## src/design/erm_pkg.sv

```systemverilog
// Shared constants, types and tables of the Euler-angle to rotation-matrix block
`timescale 1ns / 1ps

package erm_pkg;

   // Angle and output formats
   localparam int ANGLE_BITS = 16;
   localparam int FRAC_BITS  = 14;
   localparam int OUT_W      = FRAC_BITS + 2;

   // Internal Q30 arithmetic
   localparam int Q30_FRAC = 30;
   localparam int Z_W      = Q30_FRAC + 1;     // unsigned Q30 up to and including 1.0
   localparam int SIN_W    = Q30_FRAC + 2;     // signed Q30 in [-1.0, 1.0]
   localparam int PROD_W   = 2 * SIN_W;        // signed Q60 products and sums

   // Pipeline shape
   localparam int HORNER_STEPS = 6;
   localparam int SIN_STAGES   = HORNER_STEPS + 2;
   localparam int MAT_STAGES   = 5;
   localparam int PIPE_STAGES  = SIN_STAGES + MAT_STAGES;

   // Matrix entries, row-major
   localparam int N_ENT    = 9;
   localparam int IDX_R0C0 = 0;
   localparam int IDX_R0C1 = 1;
   localparam int IDX_R0C2 = 2;
   localparam int IDX_R1C0 = 3;
   localparam int IDX_R1C1 = 4;
   localparam int IDX_R1C2 = 5;
   localparam int IDX_R2C0 = 6;
   localparam int IDX_R2C1 = 7;
   localparam int IDX_R2C2 = 8;

   typedef logic [ANGLE_BITS-1:0]     erm_angle_type;
   typedef logic signed [SIN_W-1:0]   erm_sin_type;
   typedef logic signed [OUT_W-1:0]   erm_entry_type;

   localparam erm_angle_type QUARTER_TURN = erm_angle_type'(1) << (ANGLE_BITS - 2);

   // Taylor coefficients of sin(pi/2 * z) in Q30, for z^1, z^3, ..., z^13
   localparam logic [Z_W-1:0] SIN_COEF [HORNER_STEPS+1] = '{
      31'd1686629713, 31'd693598668, 31'd85569306, 31'd5026995,
      31'd172272, 31'd3864, 31'd61
   };

   // Per-stage advance enables handed from the control to the datapaths
   typedef struct packed {
      logic [MAT_STAGES-1:0] mat_en;
      logic [SIN_STAGES-1:0] sin_en;
   } erm_adv_type;

endpackage

```

## src/design/erm_ctrl.sv

```systemverilog
// Pipeline control: per-stage valid bits and stall enables with bubble collapse
`timescale 1ns / 1ps

module erm_ctrl import erm_pkg::*; (
   input  logic        clock,
   input  logic        reset,
   input  logic        req_valid,
   output logic        req_ready,
   output logic        rsp_valid,
   input  logic        rsp_ready,
   output erm_adv_type adv
);

   logic [PIPE_STAGES-1:0] valid_ff;
   logic [PIPE_STAGES-1:0] valid_in;
   logic [PIPE_STAGES-1:0] stage_en;
   logic [PIPE_STAGES-1:0] shifted;

   // A stage may load when it, or any stage after it, holds a bubble, or the output drains
   always_comb begin
      for (int k = 0; k < PIPE_STAGES; k++) begin
         stage_en[k] = rsp_ready |
                       ~&(valid_ff | ((PIPE_STAGES'(1) << k) - PIPE_STAGES'(1)));
      end
      shifted  = {valid_ff[PIPE_STAGES-2:0], req_valid};
      valid_in = (stage_en & shifted) | (~stage_en & valid_ff);
   end

   always_ff @(posedge clock) begin
      if (reset) begin
         valid_ff <= '0;
      end else begin
         valid_ff <= valid_in;
      end
   end

   assign req_ready  = stage_en[0];
   assign rsp_valid  = valid_ff[PIPE_STAGES-1];
   assign adv.sin_en = stage_en[SIN_STAGES-1:0];
   assign adv.mat_en = stage_en[PIPE_STAGES-1:SIN_STAGES];

endmodule

```

## config.mk

```make
export PLATFORM = sky130hd
export DESIGN_NAME = erm_ctrl
export DESIGN_NICKNAME = d
export VERILOG_FILES = /design/src/design/erm_pkg.sv /design/src/design/erm_ctrl.sv
export SDC_FILE = /design/constraint.sdc
export NUM_CORES = 1
export LEC_CHECK = 0
export BUFFER_PORTS_ARGS = -buffer_cell sky130_fd_sc_hd__buf_2
export CAP_MARGIN = 5
export CORE_UTILIZATION = 40
export CTS_BUF_LIST = sky130_fd_sc_hd__clkbuf_4
export DETAILED_ROUTE_END_ITERATION = 8
export PLACE_DENSITY_LB_ADDON = 0.12
export RECOVER_POWER = 50
export SLEW_MARGIN = 20
export SYNTH_ARGS = -nofsm -noshare
export SYNTH_HDL_FRONTEND = slang
export SYNTH_SLANG_ARGS = --single-unit
export TNS_END_PERCENT = 30
```

## constraint.sdc

```tcl
create_clock -name clock -period 2.2 [get_ports clock]
set_input_delay 0.11 -clock clock [delete_from_list [all_inputs] [get_ports clock]]
set_output_delay 0.11 -clock clock [all_outputs]
set_load 0.02 [all_outputs]
```

# [Yosys cells after proc, flatten, opt, wreduce, memory -nomap -nowiden]
# Index checks and enable logic that the tools add are counted.
[word_totals] output_inout_bits=15 reg_bits=13 elab_cells=43
[classes] n_reduce_logical=25 bitwise_logic=17
[ops] cell="bitwise AND 13 bit" n=2
[ops] cell="logical NOT 1 bit" n=13
[ops] cell="inverter 13 bit" n=1
[ops] cell="OR 1 bit" n=13
[ops] cell="OR 13 bit" n=1
[ops] cell="AND reduction 13 bit" n=1
[ops] cell="AND reduction 12 bit" n=1
[ops] cell="AND reduction 11 bit" n=1
[ops] cell="AND reduction 10 bit" n=1
[ops] cell="AND reduction 9 bit" n=1
[ops] cell="AND reduction 8 bit" n=1
[ops] cell="AND reduction 7 bit" n=1
[ops] cell="AND reduction 6 bit" n=1
[ops] cell="AND reduction 5 bit" n=1
[ops] cell="AND reduction 4 bit" n=1
[ops] cell="AND reduction 3 bit" n=1
[ops] cell="AND reduction 2 bit" n=1

# [Logic depth before layout (Yosys ltp)]
[logic_depth] depth_word=6 mapped_depth=5

# [Worst setup path after synthesis]
# Ideal clock, no wire load.
[synth_path] path_type="reg-to-output" start="register with a tool-made name" end="output port adv[0] in the netlist's numbering" stages_incl_launch_ff=6 required_ps=2090 setup_slack_ps=468 arrival_ps=1622 cell_sequence="dfxtp_1 > and4b_1 > buf_6 > inv_4 > or4_4 > buf_4"
[synth_lines] item="end: declaration" line="erm_ctrl.sv:11" source="output erm_adv_type adv"

==> results.ini <==
[status]
run_status=completed

[synth]
synthCells=67
ys_seq_area_share_pct=45.7
synth_area_leaders=dfxtp_1 (46%), a21oi_1 (6.2%), inv_1 (5.9%)
ys_types=22
yosysWarnings=0
yosysTopAreaCell=dfxtp_1
synth_area_um2=569
synth_top_cell_area_share_pct=45.7
avgSynthCellArea_um2=8.50
synth_seq_cells=13
syn_nets=71

[layout]
n_antenna_cell=0
area_growth_syn_to_layout_pct=19.3
post-route-util_pct=51.6
fillers=142
drive_gt1_share_pct=26.7
nNetsFinal=91
final_common_cell=buf_2
mostFrequentLayoutCells=buf_2 (14), dfxtp_1 (13), inv_1 (9), a21oi_1 (7), nor2_1 (7)

[timing]
final-setup-viol-count=0
fin_tns_setup_ns=0
period_minus_slack_ns=1.92
worst_slew_pin_slew_ns=0.372
fmax_mhz=521
rsz0062_at_grt=no
final_hold_viol_count=0
fin_crit_sh_pct=87.2
finClkSkew_ns=0.000660
slew_headroom_pct=75.2
drv_slew=0

[global_routing]
first_global_vias=455
grt_max_degree=14
grtUsageTotal_pct=17.6
grt_overflow=0
grt_first_pass_wirelength_mm=1.77
grt_antenna_before_repair=0

[pwr]
p_leak_nw=0.247
ir_drop_mv=0.517
p_per_area_nw_per_um2=603
totalPowerFinal_mw=0.410

[setup_path]
crit_fanout=5
required_ns=2.09
path_class=register to output port
reg2reg_slack_ns=0.63
endpoint=adv[0]
end_kind=output port
critPathLaunchType=register
worstRegToRegCells=4
critPathArrivalTime_ns=1.81

[clock_network]
cts.sinks=13
cts_root_buf=clkbuf_4
cts.repair.resized=0
cts_setup_buffers=0
cts_tree=built
clk_latency_ns=0.27
cts_inserted_buffers=3
clock_path_buffers=2
clk_pin_slew_worst_paths_ns=0.08
ctsHoldBuffers=0
htree_levels=1

[floorplan]
die_y_um=39.7
ioPinCount=19
dieArea_um2=1580
die_w_um=39.7
row_count=13
core_area_um2=1320
initial_core_util_pct=43.2

[placement]
dp_hpwl_um=850
port_buffers=18
place_congestion=0.738

[flow_run]
drv_cap=0

[route]
routed_wl_mm=1.18
vias=528
drc=0
drt-initial-drc-count=11
post_drt_wl_per_cell_um=11.7
dr.pass1.iters=4
antenna_left=0
viasPerCell=5.23

[hold_path]
hold_path.class=input port to register

-- cells in the mapped netlist (all sizes together) --
cell / instances
nand2: 3
and3: 4
nand4: 3
or3: 1
and4: 1
or4b: 1
or4: 1
and4b: 1
clkbuf: 1
and2: 1
buf: 3
a41oi: 3
dfxtp: 13
nor2: 7
inv: 10
nand3: 4
a21oi: 9
nor2b: 1
-- per-layer routing --
| metal | vias to the layer above | wire [um] | global-route usage [%] |
|---|---|---|---|
| li1 | 267 | - | - |
| met1 | 241 | 579 | 19.6 |
| met2 | 16 | 513 | 28.7 |
| met3 | 4 | 67 | 5.68 |
| met4 | 0 | 22 | 10.3 |
| met5 | - | 0 | 0 |
-- worst max-delay path, stage by stage, from the launching register on --
cell        delay [ns]
dfxtp_1           0.37
and4b_1           0.24
clkinvlp_2        0.17
or4_4             0.58
buf_2             0.18
-- power by group --
group | switching (mW) | internal (mW)
registers | 0.00238 | 0.238
logic | 0.00657 | 0.00419
clock network | 0.0759 | 0.0827
-- layout make-up --
class / count / area (um2) / area share, %
clock buffers: 4 / 30.0 / 4.42
inverters: 10 / 38.8 / 5.71
multi-input cells: 40 / 243 / 35.7
flip-flops and latches: 13 / 260 / 38.3
well taps: 15 / 18.8 / 2.76
repair buffers: 19 / 88.8 / 13.1
-- stage by stage --
step                      instance area, um2  instances  setup slack, ns  hold WS (ns)
after floorplan                          569         67            0.468         0.179
after global placement                   659         97            0.720         0.352
after detailed placement                 659         97            0.704         0.353
after CTS                                689        101            0.388        0.0661
after global routing                     679        101            0.178        0.0854
final                                    679        101            0.282        0.0687
-- kinds of logic (layout without fill, tap and decap cells) --
| logic type | count (synthesis) | in the layout | synth area share, % |
|---|---|---|---|
| DFF | 13 | 13 | 45.7 |
| buffers and inverters | 14 | 33 | 11.6 |
| AOI/OAI and AO/OA | 12 | 12 | 13.8 |
| and+or+nand+nor | 28 | 28 | 28.8 |
-- how the worst min path moves through the flow --
stage	from	slack, ns	end	depth (start not counted)
4_1_cts	req_valid	0.07	register	3
3_3_place_gp	req_valid	0.35	register	3
5_1_grt	req_valid	0.09	register	3
3_5_place_dp	req_valid	0.35	register	3
2_1_floorplan	reset	0.18	register	1
6_report	req_valid	0.07	register	3
(Power assumes the default switching activity.)
